==> src/pwvm_pkg.sv <==
`default_nettype none
package pwvm_pkg;

    // Field widths
    localparam int PHASE_W    = 16;
    localparam int NOTE_W     = 7;
    localparam int VEL_W      = 7;
    localparam int STATUS_W   = 8;
    localparam int SAMPLE_W   = 22;
    localparam int NOTE_COUNT = 128;
    localparam int HZ_W       = 14;

    // Step scale: phase units per Hz per second, just under two turns of the 16-bit phase
    localparam longint unsigned PHASE_SCALE = (64'd1 << 17) - 64'd1;

    // Square table levels (25% duty)
    localparam int SQ_LOW  = -16384;
    localparam int SQ_HIGH = 16383;

    // Opcodes
    localparam logic OP_TICK = 1'b0;
    localparam logic OP_MIDI = 1'b1;

    // MIDI status kinds (high nibble)
    localparam logic [3:0] KIND_NOTE_OFF = 4'h8;
    localparam logic [3:0] KIND_NOTE_ON  = 4'h9;

    // Note frequency in whole Hz, equal temperament from A4 = 440 Hz
    localparam logic [HZ_W-1:0] NOTE_HZ [NOTE_COUNT] = '{
        14'd8, 14'd8, 14'd9, 14'd9, 14'd10, 14'd10, 14'd11, 14'd12, 14'd12, 14'd13,
        14'd14, 14'd15, 14'd16, 14'd17, 14'd18, 14'd19, 14'd20, 14'd21, 14'd23, 14'd24,
        14'd25, 14'd27, 14'd29, 14'd30, 14'd32, 14'd34, 14'd36, 14'd38, 14'd41, 14'd43,
        14'd46, 14'd48, 14'd51, 14'd55, 14'd58, 14'd61, 14'd65, 14'd69, 14'd73, 14'd77,
        14'd82, 14'd87, 14'd92, 14'd97, 14'd103, 14'd110, 14'd116, 14'd123, 14'd130,
        14'd138, 14'd146, 14'd155, 14'd164, 14'd174, 14'd184, 14'd195, 14'd207, 14'd220,
        14'd233, 14'd246, 14'd261, 14'd277, 14'd293, 14'd311, 14'd329, 14'd349, 14'd369,
        14'd391, 14'd415, 14'd440, 14'd466, 14'd493, 14'd523, 14'd554, 14'd587, 14'd622,
        14'd659, 14'd698, 14'd739, 14'd783, 14'd830, 14'd880, 14'd932, 14'd987,
        14'd1046, 14'd1108, 14'd1174, 14'd1244, 14'd1318, 14'd1396, 14'd1479, 14'd1567,
        14'd1661, 14'd1760, 14'd1864, 14'd1975, 14'd2093, 14'd2217, 14'd2349, 14'd2489,
        14'd2637, 14'd2793, 14'd2959, 14'd3135, 14'd3322, 14'd3520, 14'd3729, 14'd3951,
        14'd4186, 14'd4434, 14'd4698, 14'd4978, 14'd5274, 14'd5587, 14'd5919, 14'd6271,
        14'd6644, 14'd7040, 14'd7458, 14'd7902, 14'd8372, 14'd8869, 14'd9397, 14'd9956,
        14'd10548, 14'd11175, 14'd11839, 14'd12543
    };

    // Write command to the voice store (one address per cycle)
    typedef struct packed {
        logic               phase_en;
        logic               note_en;
        logic               act_en;
        logic               act_val;
        logic [PHASE_W-1:0] phase;
        logic [NOTE_W-1:0]  note;
    } voice_wr_t;

endpackage
`default_nettype wire

==> src/pwvm_step_rom.sv <==
`default_nettype none
module pwvm_step_rom
    import pwvm_pkg::*;
#(
    parameter int SAMPLE_RATE_HZ = 32000
)
(
    input  wire logic [NOTE_W-1:0]  note,
    output logic      [PHASE_W-1:0] step
);

    logic [PHASE_W-1:0] step_rom [NOTE_COUNT];

    // Build the phase step of each note; only the low bits matter as the phase wraps
    for (genvar n = 0; n < NOTE_COUNT; n++)
    begin : g_step
        localparam longint unsigned STEP_FULL =
            (longint'(NOTE_HZ[n]) * PHASE_SCALE) / longint'(SAMPLE_RATE_HZ);
        assign step_rom[n] = PHASE_W'(STEP_FULL);
    end

    assign step = step_rom[note];

endmodule
`default_nettype wire

==> src/pwvm_voice_store.sv <==
`default_nettype none
module pwvm_voice_store
    import pwvm_pkg::*;
#(
    parameter int VOICE_COUNT = 128,
    parameter int IDX_W       = 7
)
(
    input  wire logic               clk,
    input  wire logic               rst_n,
    input  wire logic [IDX_W-1:0]   rd_addr,
    input  wire logic [IDX_W-1:0]   wr_addr,
    input  wire voice_wr_t          wr,
    output logic      [PHASE_W-1:0] rd_phase,
    output logic      [NOTE_W-1:0]  rd_note,
    output logic                    rd_active
);

    logic [PHASE_W-1:0]     phase_mem [VOICE_COUNT];
    logic [NOTE_W-1:0]      note_mem  [VOICE_COUNT];
    logic [PHASE_W-1:0]     phase_q_reg;
    logic [NOTE_W-1:0]      note_q_reg;
    logic [VOICE_COUNT-1:0] phase_ok_reg;
    logic [VOICE_COUNT-1:0] note_ok_reg;
    logic [VOICE_COUNT-1:0] active_reg;
    logic                   phase_ok_q_reg;
    logic                   note_ok_q_reg;
    logic                   active_q_reg;

    // Phase and note memories: one write port, one registered read port
    always_ff @(posedge clk)
    begin
        if (wr.phase_en)
        begin
            phase_mem[wr_addr] <= wr.phase;
        end
        if (wr.note_en)
        begin
            note_mem[wr_addr] <= wr.note;
        end
        phase_q_reg <= phase_mem[rd_addr];
        note_q_reg  <= note_mem[rd_addr];
    end

    // Written marks and active flags; an unwritten entry reads as zero
    always_ff @(posedge clk or negedge rst_n)
    begin
        if (!rst_n)
        begin
            phase_ok_reg   <= '0;
            note_ok_reg    <= '0;
            active_reg     <= '0;
            phase_ok_q_reg <= 1'b0;
            note_ok_q_reg  <= 1'b0;
            active_q_reg   <= 1'b0;
        end
        else
        begin
            if (wr.phase_en)
            begin
                phase_ok_reg[wr_addr] <= 1'b1;
            end
            if (wr.note_en)
            begin
                note_ok_reg[wr_addr] <= 1'b1;
            end
            if (wr.act_en)
            begin
                active_reg[wr_addr] <= wr.act_val;
            end
            phase_ok_q_reg <= phase_ok_reg[rd_addr];
            note_ok_q_reg  <= note_ok_reg[rd_addr];
            active_q_reg   <= active_reg[rd_addr];
        end
    end

    assign rd_phase  = phase_ok_q_reg ? phase_q_reg : '0;
    assign rd_note   = note_ok_q_reg ? note_q_reg : '0;
    assign rd_active = active_q_reg;

endmodule
`default_nettype wire

==> src/polyphonic_wavetable_voice_mixer.sv <==
// Tick: one voice per cycle through the voice store read port and the shared phase adder;
//   the result waits in ST_DONE while an earlier result beat is still stalled.
// MIDI note-on/off: one voice per cycle through the note compare.
// Other status bytes are taken and give no beat. One item at a time; in_stall is
// high in every state but idle. A pending result beat does not block the next item.
// Reset (rst_n, asynchronous): every voice inactive with note 0 and phase 0, no beat.
`default_nettype none
module polyphonic_wavetable_voice_mixer
    import pwvm_pkg::*;
#(
    parameter int VOICE_COUNT    = 128,
    parameter int SAMPLE_RATE_HZ = 32000
)
(
    input  wire logic                       clk,
    input  wire logic                       rst_n,
    input  wire logic                       in_valid,
    output logic                            in_stall,
    input  wire logic                       opcode,
    input  wire logic [STATUS_W-1:0]        midi_status,
    input  wire logic [NOTE_W-1:0]          note_number,
    input  wire logic [VEL_W-1:0]           velocity,
    output logic                            out_valid,
    input  wire logic                       out_stall,
    output logic signed [SAMPLE_W-1:0]      mixed_sample
);

    localparam int IDX_W = (VOICE_COUNT > 1) ? $clog2(VOICE_COUNT) : 1;
    localparam logic [IDX_W-1:0] LAST_IDX = IDX_W'(VOICE_COUNT - 1);

    typedef enum logic [2:0] {
        ST_IDLE,
        ST_MIDI,
        ST_APPLY,
        ST_TICK,
        ST_DONE
    } state_t;

    state_t                      state_reg, state_next;
    logic                        is_on_reg, is_on_next;
    logic [NOTE_W-1:0]           note_reg, note_next;
    logic [IDX_W-1:0]            iss_idx_reg, iss_idx_next;
    logic                        iss_run_reg, iss_run_next;
    logic                        p_vld_reg, p_vld_next;
    logic [IDX_W-1:0]            p_idx_reg, p_idx_next;
    logic                        match_found_reg, match_found_next;
    logic [IDX_W-1:0]            match_idx_reg, match_idx_next;
    logic                        free_found_reg, free_found_next;
    logic [IDX_W-1:0]            free_idx_reg, free_idx_next;
    logic signed [SAMPLE_W-1:0]  sum_reg, sum_next;
    logic                        out_valid_reg, out_valid_next;
    logic signed [SAMPLE_W-1:0]  mixed_reg, mixed_next;

    logic [3:0]                  kind;
    logic                        msg_on;
    logic                        msg_off;
    logic                        last_voice;
    logic [PHASE_W-1:0]          rd_phase;
    logic [NOTE_W-1:0]           rd_note;
    logic                        rd_active;
    logic [PHASE_W-1:0]          step;
    logic signed [SAMPLE_W-1:0]  sq_value;
    logic [IDX_W-1:0]            wr_addr;
    voice_wr_t                   wr;

    // Decode the MIDI beat
    assign kind    = midi_status[STATUS_W-1 -: 4];
    assign msg_on  = (kind == KIND_NOTE_ON) && (velocity != '0);
    assign msg_off = (kind == KIND_NOTE_OFF) || ((kind == KIND_NOTE_ON) && (velocity == '0));

    assign last_voice = p_vld_reg && (p_idx_reg == LAST_IDX);

    // Top quarter of the table is high, for any table size of four or more
    assign sq_value = (rd_phase[PHASE_W-1] && rd_phase[PHASE_W-2])
                    ? SAMPLE_W'(SQ_HIGH) : SAMPLE_W'(SQ_LOW);

    pwvm_step_rom #(
        .SAMPLE_RATE_HZ (SAMPLE_RATE_HZ)
    ) u_step_rom (
        .note (rd_note),
        .step (step)
    );

    pwvm_voice_store #(
        .VOICE_COUNT (VOICE_COUNT),
        .IDX_W       (IDX_W)
    ) u_voice_store (
        .clk       (clk),
        .rst_n     (rst_n),
        .rd_addr   (iss_idx_reg),
        .wr_addr   (wr_addr),
        .wr        (wr),
        .rd_phase  (rd_phase),
        .rd_note   (rd_note),
        .rd_active (rd_active)
    );

    // Voice store writes: phase advance on a tick walk, activation, release or allocation after a MIDI walk
    always_comb
    begin
        wr          = '0;
        wr.phase    = rd_phase + step;
        wr.note     = note_reg;
        wr_addr     = p_idx_reg;
        if (state_reg == ST_TICK)
        begin
            wr.phase_en = p_vld_reg && rd_active;
        end
        else if (state_reg == ST_APPLY)
        begin
            wr_addr    = match_found_reg ? match_idx_reg : free_idx_reg;
            wr.act_en  = match_found_reg || (is_on_reg && free_found_reg);
            wr.act_val = match_found_reg ? is_on_reg : 1'b1;
            wr.note_en = !match_found_reg && is_on_reg && free_found_reg;
        end
    end

    // Sequencer next state
    always_comb
    begin
        state_next       = state_reg;
        is_on_next       = is_on_reg;
        note_next        = note_reg;
        iss_idx_next     = iss_idx_reg;
        iss_run_next     = iss_run_reg;
        p_vld_next       = 1'b0;
        p_idx_next       = p_idx_reg;
        match_found_next = match_found_reg;
        match_idx_next   = match_idx_reg;
        free_found_next  = free_found_reg;
        free_idx_next    = free_idx_reg;
        sum_next         = sum_reg;
        out_valid_next   = out_valid_reg;
        mixed_next       = mixed_reg;

        // Drop the result beat once taken
        if (out_valid_reg && !out_stall)
        begin
            out_valid_next = 1'b0;
        end

        // Advance the voice walk: issue one read per cycle
        if (iss_run_reg)
        begin
            p_vld_next = 1'b1;
            p_idx_next = iss_idx_reg;
            if (iss_idx_reg == LAST_IDX)
            begin
                iss_run_next = 1'b0;
            end
            else
            begin
                iss_idx_next = iss_idx_reg + IDX_W'(1);
            end
        end

        unique case (state_reg)
            ST_IDLE:
            begin
                if (in_valid)
                begin
                    if (opcode == OP_TICK)
                    begin
                        sum_next     = '0;
                        iss_idx_next = '0;
                        iss_run_next = 1'b1;
                        state_next   = ST_TICK;
                    end
                    else if (msg_on || msg_off)
                    begin
                        is_on_next       = msg_on;
                        note_next        = note_number;
                        match_found_next = 1'b0;
                        free_found_next  = 1'b0;
                        iss_idx_next     = '0;
                        iss_run_next     = 1'b1;
                        state_next       = ST_MIDI;
                    end
                end
            end
            ST_MIDI:
            begin
                // Hold the first matching voice and the first free voice
                if (p_vld_reg)
                begin
                    if (!match_found_reg && (rd_note == note_reg))
                    begin
                        match_found_next = 1'b1;
                        match_idx_next   = p_idx_reg;
                    end
                    if (!free_found_reg && !rd_active)
                    begin
                        free_found_next = 1'b1;
                        free_idx_next   = p_idx_reg;
                    end
                end
                if (last_voice)
                begin
                    state_next = ST_APPLY;
                end
            end
            ST_APPLY:
            begin
                state_next = ST_IDLE;
            end
            ST_TICK:
            begin
                // Accumulate active voices, wrapping at the sample width
                if (p_vld_reg && rd_active)
                begin
                    sum_next = sum_reg + sq_value;
                end
                if (last_voice)
                begin
                    state_next = ST_DONE;
                end
            end
            ST_DONE:
            begin
                if (!out_valid_reg || !out_stall)
                begin
                    out_valid_next = 1'b1;
                    mixed_next     = sum_reg;
                    state_next     = ST_IDLE;
                end
            end
            default:
            begin
                state_next = ST_IDLE;
            end
        endcase
    end

    // Hold state and registered outputs
    always_ff @(posedge clk or negedge rst_n)
    begin
        if (!rst_n)
        begin
            state_reg       <= ST_IDLE;
            iss_run_reg     <= 1'b0;
            iss_idx_reg     <= '0;
            p_vld_reg       <= 1'b0;
            out_valid_reg   <= 1'b0;
            match_found_reg <= 1'b0;
            free_found_reg  <= 1'b0;
        end
        else
        begin
            state_reg       <= state_next;
            iss_run_reg     <= iss_run_next;
            iss_idx_reg     <= iss_idx_next;
            p_vld_reg       <= p_vld_next;
            out_valid_reg   <= out_valid_next;
            match_found_reg <= match_found_next;
            free_found_reg  <= free_found_next;
        end
    end

    // Payload registers
    always_ff @(posedge clk)
    begin
        is_on_reg     <= is_on_next;
        note_reg      <= note_next;
        p_idx_reg     <= p_idx_next;
        match_idx_reg <= match_idx_next;
        free_idx_reg  <= free_idx_next;
        sum_reg       <= sum_next;
        mixed_reg     <= mixed_next;
    end

    assign in_stall     = (state_reg != ST_IDLE);
    assign out_valid    = out_valid_reg;
    assign mixed_sample = mixed_reg;

endmodule
`default_nettype wire

==> config.mk <==
export PLATFORM = sky130hd
export DESIGN_NAME = polyphonic_wavetable_voice_mixer
export DESIGN_NICKNAME = d
export VERILOG_FILES = /design/src/pwvm_pkg.sv /design/src/pwvm_step_rom.sv /design/src/pwvm_voice_store.sv /design/src/polyphonic_wavetable_voice_mixer.sv
export SDC_FILE = /design/constraint.sdc
export NUM_CORES = 2
export LEC_CHECK = 0
export BUFFER_PORTS_ARGS = -buffer_cell sky130_fd_sc_hd__buf_2
export CORE_MARGIN = 3
export CORE_UTILIZATION = 50
export DETAILED_ROUTE_END_ITERATION = 16
export PLACE_DENSITY = 0.74
export SLEW_MARGIN = 20
export SYNTH_ARGS = -nofsm -noshare
export SYNTH_HDL_FRONTEND = slang
export SYNTH_HIERARCHICAL = 1
export SYNTH_SLANG_ARGS = --single-unit
==> constraint.sdc <==
create_clock -name clk -period 9.25 [get_ports clk]
set_input_delay 1.85 -clock clk [delete_from_list [all_inputs] [get_ports clk]]
set_output_delay 1.85 -clock clk [all_outputs]
set_load 0.005 [all_outputs]
After elaboration in Yosys (flattened, before gate mapping)
Memories as Yosys holds them, arrays and structs flattened. A register that Yosys moved wholly into a read port is not among the register bits.
Cells that the tools add are included.
- memory bits (writable): 2944
- logic and storage cells: 150
- memories: 3
- bits of input ports: 27
- register bits: 475
- ROM bits: 2048
- add/subtract/negate cells: 3
- reduce and logical (&&, ||, !) cells: 35
- magnitude comparators: 4
- bitwise gates (word level): 3
- muxes and demuxes: 61
- equality and inequality tests: 21
- memory list (memory ; words ; width ; rd ports ; clocked after memory_dff ; write ports ; RTL line ; source):
    (no name shown) ; 128 ; 16 ; 1 ; 0 ; 0 ; pwvm_step_rom.sv:22 ; assign step = step_rom[note];
    u_voice_store.phase_mem ; 128 ; 16 ; 1 ; 1 ; 1 ; pwvm_voice_store.sv:19 ; logic [PHASE_W-1:0] phase_mem [VOICE_COUNT];
    u_voice_store.note_mem ; 128 ; 7 ; 1 ; 1 ; 1 ; pwvm_voice_store.sv:20 ; logic [NOTE_W-1:0] note_mem [VOICE_COUNT];
- operators with widths (kind ; number):
    $or A128 B128 Y128 ; 2
    $bwmux W128 ; 1
    $mux W22 ; 4
    $mux W7 ; 10
    $mux W16 ; 3
    $pmux W22 S2 ; 1
    $mux W1 ; 27
    $mux W3 ; 8
    $add A22 B22 Y22 ; 1
    $bmux W1 S7 ; 3
    $ne A2 B2 Y1 const B ; 10
    $add A16 B16 Y16 ; 1
    $lt A7 B8 Y1 const B ; 2
    $eq A7 B7 Y1 const B ; 2
    $logic_and A1 B1 Y1 ; 12
    $pmux W3 S4 ; 1
    $reduce_and A6 Y1 ; 2
    $eq A4 B4 Y1 const B ; 2
    $ge A8 B8 Y1 const B ; 1
    $not A7 Y8 ; 1
    $reduce_and A4 Y1 ; 2
    $add A7 B1 Y7 const B ; 1
    $demux W1 S7 ; 1
    $eq A7 B7 Y1 ; 1
    other kinds (17) ; 28

Longest topological paths before layout
- depth after elaboration: 8
- depth in mapped cells: 18
- depth with buffers taken out: 16

By module
Netlist, hierarchy kept.
- modules (own cells, without submodules) (module ; times used ; area an instance (um^2) ; sequential area each (um^2) ; cells each):
    pwvm_voice_store ; 1 ; 129843.3 ; 98549.5 ; 5675
    polyphonic_wavetable_voice_mixer ; 1 ; 5153.7 ; 2567.5 ; 487
    pwvm_step_rom ; 1 ; 1979.4 ; 0.0 ; 322

Worst setup path after synthesis
No wires, ideal clock.
- path type: reg2reg
- start point: register u_voice_store.note_ok_q_reg
- end point: memory u_voice_store.phase_mem[0][15] (data pin)
- setup slack: 1.227 ns
- cell stages (with the launch flop): 18
- arrival: 7.096 ns
- period minus slack after synthesis: 8.023 ns
- library setup time: 0.927 ns
- cell sequence: dfrtp_1 -> and2_1 -> buf_2 -> inv_1 -> ha_1 -> buf_2 -> xor2_1 -> nand2_1 -> o21a_1 -> o211a_1 -> o32ai_1 -> ha_1 -> and3_1 -> a21boi_0 -> a2111oi_0 -> o21ai_0 -> a311oi_1 -> xnor2_1
- RTL lines (item ; RTL line ; source):
    start, declared ; pwvm_voice_store.sv:27 ; logic note_ok_q_reg;
    start signal, assigned ; pwvm_voice_store.sv:72 ; note_ok_q_reg <= note_ok_reg[rd_addr];
    end, declared ; pwvm_voice_store.sv:19 ;

==> reports/summary.md <==
The port buffer count was 46. By startpoint and endpoint, the worst setup path is classified as reg -> reg. Number of filler cells placed in the layout: 19,000. The number of global-route vias before repair was 68,080; the starting density of the core was 0.5041. Vertical die dimension: 529.4 um. For the data required time at the worst endpoint, the log shows 9730 ps.

The library cells used most frequently in the layout, excluding fill and tap cells, are sky130_fd_sc_hd__edfxtp_1 (3,017), sky130_fd_sc_hd__mux4_2 (1,094), sky130_fd_sc_hd__dfrtp_1 (395). The tools report the total setup buffers inserted after CTS as 0. Register containing the most flip-flops in the final layout: u_voice_store/phase_mem. Fraction of registers with async set or reset after synthesis: 0.1168. The worst-path maximum fanout is 96.

Setup repair after global routing left no endpoint under its margin. The area share of the largest cell type after synthesis was 0.6614; the count of instances resized after the clock tree is built was 0. The prevailing post-synth register cell was sky130_fd_sc_hd__edfxtp_1.

The global router's overall resource usage is 0.2330. The width of the chip was 529.4 um. Count of flip-flops with a built-in enable after synthesis: 3,017. The critical path launch point type was a flop. The post-synthesis instance area is 137,000 um2, and the layout overhead on the synthesized area is 11.94%. Data on the critical path arrives at its endpoint at 7640 ps. The CTS root buffer is sky130_fd_sc_hd__clkbuf_16. The tools report the max-slew headroom at the worst pin as 0.2207. The launch point of the worst path is u_voice_store/note_ok_q_reg. In the final layout, the registers with the most flip-flops are u_voice_store/phase_mem: 2048 flops, u_voice_store/note_mem: 896 flops. Shortest period the worst path allows: 7157 ps. Source of the worst hold timing path: u_voice_store/phase_ok_reg[117]. Dividing total power by cell area gives a power density of 271.8 nW/um2.

In the post-route analysis, the smallest setup slack over all paths is 2093 ps. The routed wirelength normalized by instance count is 30.96 um, and the measured slew at the worst slew-check pin is 1167 ps. Prior to clock tree synthesis, the placed netlist has a worst setup slack of 2316 ps. Summed over all cells, the static leakage comes to 54.85 nW. The HPWL after detailed placement is 182,100 um. Using the TritonRoute via totals, the vias-per-cell ratio works out to 6.398.

The run gives 3,442 as the clock sink count. Walking the worst path, the cells encountered are and2_1 > inv_1 > ha_1 > nor2_2 > o21ai_0 > o21ai_0 > a2111oi_0 > a41oi_1 > ha_4 > fa_4 > a21o_1 > a221oi_1 > o211ai_1 > a31o_2 > a21oi_1 > xnor2_2 > buf_4. The detailed router finished its first iteration with 8,900 violations. The full die area was 280,300 um2; the number of standard cells after synthesis was 6,484. For this run, design rule violations remaining after detail routing come to 0. The share of cells above drive strength 1 was 0.3394; the setup TNS was 0 ps. For the global-route congestion overflow total, the log shows 0. At the later pin of the worst-skew pair, clock insertion delay measures 900 ps.

The count of TritonRoute iterations in the first routing pass came out at 8. The synthesized flop and latch total is 3,442, and the number of clock buffers inserted by TritonCTS is 339. At the end of the flow, the number of nets in the layout was 6,770. The run gives 0 as the setup-violating endpoint count in the final report. The most used cell along the critical path is sky130_fd_sc_hd__o21ai_0. The flip-flop count of the largest register, all copies and words added works out to 2,048. Counting along the longest clock path gives a buffer depth of 4. The synthesized design spends more area on one cell type than any other, namely sky130_fd_sc_hd__edfxtp_1. The worst-case IR drop observed on VDD is 0.0003713 V. The area of the placeable core is 271,700 um2, and the share of the cycle needed by the critical path after routing is 0.7737. The number of buffers inserted by hold repair at cts was 0; the clock-pin slew of the registers on the worst-case setup and hold paths was 60 ps. The sort of element at the end of the critical path was a flop. The slowest stage of the critical path is the sky130_fd_sc_hd__buf_4 cell. The flow ran to the end, and the final reports show no timing, DRC or antenna violations. The run gives 0 as the number of hold-slack violations in the final timing report. The net count of the mapped netlist is 6,548, and the largest incremental delay on the critical path is 750 ps. TritonCTS built the clock tree.

Sorting the synthesized cells by area gives the leading types as sky130_fd_sc_hd__edfxtp_1 (66%), sky130_fd_sc_hd__mux4_2 (18%), sky130_fd_sc_hd__dfrtp_1 (7.3%). The tool flagged a number of max-cap violations equal to 0. The tools report the number of antenna violations at the first check in global routing as 26. Most common cell after layout, fill and taps aside: sky130_fd_sc_hd__edfxtp_1.

For the sequential-to-total area share from yosys stat, the log shows 0.7382. After floorplanning, the core was divided into 191 placement rows. The clock tree synthesis step divided the H-tree into 5 levels.

Averaged over all synthesized cells, the footprint is 21.13 um2. Static timing analysis puts the maximum clock frequency at 0.1397 GHz. In this run the count of I/O pins placed on the die edge is 51. In this run the critical register-to-register path is launched from u_voice_store/note_ok_q_reg. The run gives 477,300 um as the first-pass GRT wire length. The routed layout has 67,570 vias. In this run the worst hold path is classified as reg -> reg.

The run gives 0 as the residual antenna-violating net count after detailed routing. The run gives 0 as the final max-slew violation count. The tools report the total number of yosys warnings as 6.

Entering global routing, the biggest net connects 176 pins. Summed over all layers, the routed wires come to 327,000 um. The congestion estimate from routability-driven global placement came to 0.8481.

On the final layout, the worst clock skew is 77.75 ps. Hold is met by 460.4 ps. After synthesis, the netlist uses 84 different library cells.
through the flow:
step,util,cells,total power [W],instance area (um2)
final,0.5643,10560,0.04168,153300
after global routing,0.5642,10550,0.04307,153300
after CTS,0.5634,10550,0.04192,153100
after detailed placement,0.5239,9931,0.02862,142400
after global placement,0.5238,9931,0.02845,142300
after floorplan,-,6484,0.02538,137000
layer usage:
metal,vias up,track usage,wire [um]
met5,-,0,38
met2,3786,0.3691,159300
met1,36200,0.3340,126600
met4,6,0.06100,8678
li1,27070,-,-
met3,506,0.04880,32340
where the power goes:
| group | switching, W | internal, W | leakage [nW] |
|---|---|---|---|
| sequential | 0.000367 | 0.0178 | 36.9 |
| combinational | 0.00592 | 0.00418 | 12.7 |
| clock | 0.00575 | 0.00763 | 5.26 |
| total | 0.0120 | 0.0296 | 54.9 |
layout make-up:
type                            count  area, um2  share of cell area
Multi-Input combinational cell   2636      34710              0.2264
Antenna cell                       12      30.03           0.0001958
Clock inverter                    165       1514            0.009873
Inverter                           17      63.81           0.0004161
Sequential cell                  3442     101100              0.6596
Timing Repair Buffer              270       2196             0.01432
Tap cell                         3570       4467             0.02913
Clock buffer                      449       9219             0.06012
cell usage after synthesis (all sizes together), types with 8 or more instances:
cell type,number
edfxtp,3017
mux4,1094
nor2,453
dfrtp,402
or2,229
clkbuf,225
buf,164
mux2,157
nand2,136
a21oi,61
o21ai,40
xnor2,38
ha,36
nand3,35
o21bai,34
and2,30
nor3,29
dfxtp,23
nand2b,22
nor2b,19
a211oi,16
inv,16
mux2i,14
a31oi,13
a21o,12
and3,12
nand4,12
o211ai,12
nor4,10
xor2,10
o21a,9
o31ai,9
nand3b,8
nor3b,8
critical path: cells and delay by family (launching register included):
| kind | cells | cell delay (ps) |
|---|---|---|
| flops | 1 | 400 |
| buf+inv | 2 | 1080 |
| simple gates | 2 | 800 |
| compound gates | 9 | 2770 |
| fa+ha+maj | 3 | 1420 |
| xor+xnor | 1 | 160 |
logic make-up (layout without fill, tap and decap cells):
| group | after synthesis | after routing | share of synthesized area |
|---|---|---|---|
| and+or+nand+nor | 1021 | 1021 | 0.03604 |
| adders and majority gates | 37 | 37 | 0.003435 |
| DFF | 3442 | 3442 | 0.7382 |
| AOI/OAI and AO/OA | 265 | 265 | 0.01306 |
| buffers and inverters | 406 | 901 | 0.01239 |
| xor gates and xnor gates | 48 | 48 | 0.003069 |
| other | 0 | 12 | 0 |
| muxes | 1265 | 1265 | 0.1938 |
worst paths after layout:
| check | end | slack, ps | cells after the start |
|---|---|---|---|
| setup reg to reg | u_voice_store/phase_mem[49][14] | 2090 | 17 |
| max in group asynchronous | u_voice_store/note_ok_reg[52] | 6810 | 3 |
| min in group asynchronous | u_voice_store/phase_ok_reg[122] | 930 | 1 |
| setup / recovery | u_voice_store/phase_mem[49][14] | 2090 | 17 |
| hold / removal | u_voice_store/phase_ok_reg[117] | 460 | 1 |
| hold reg to reg | u_voice_store/phase_ok_reg[117] | 460 | 1 |
Note: power is estimated with default switching activity, not from simulation.
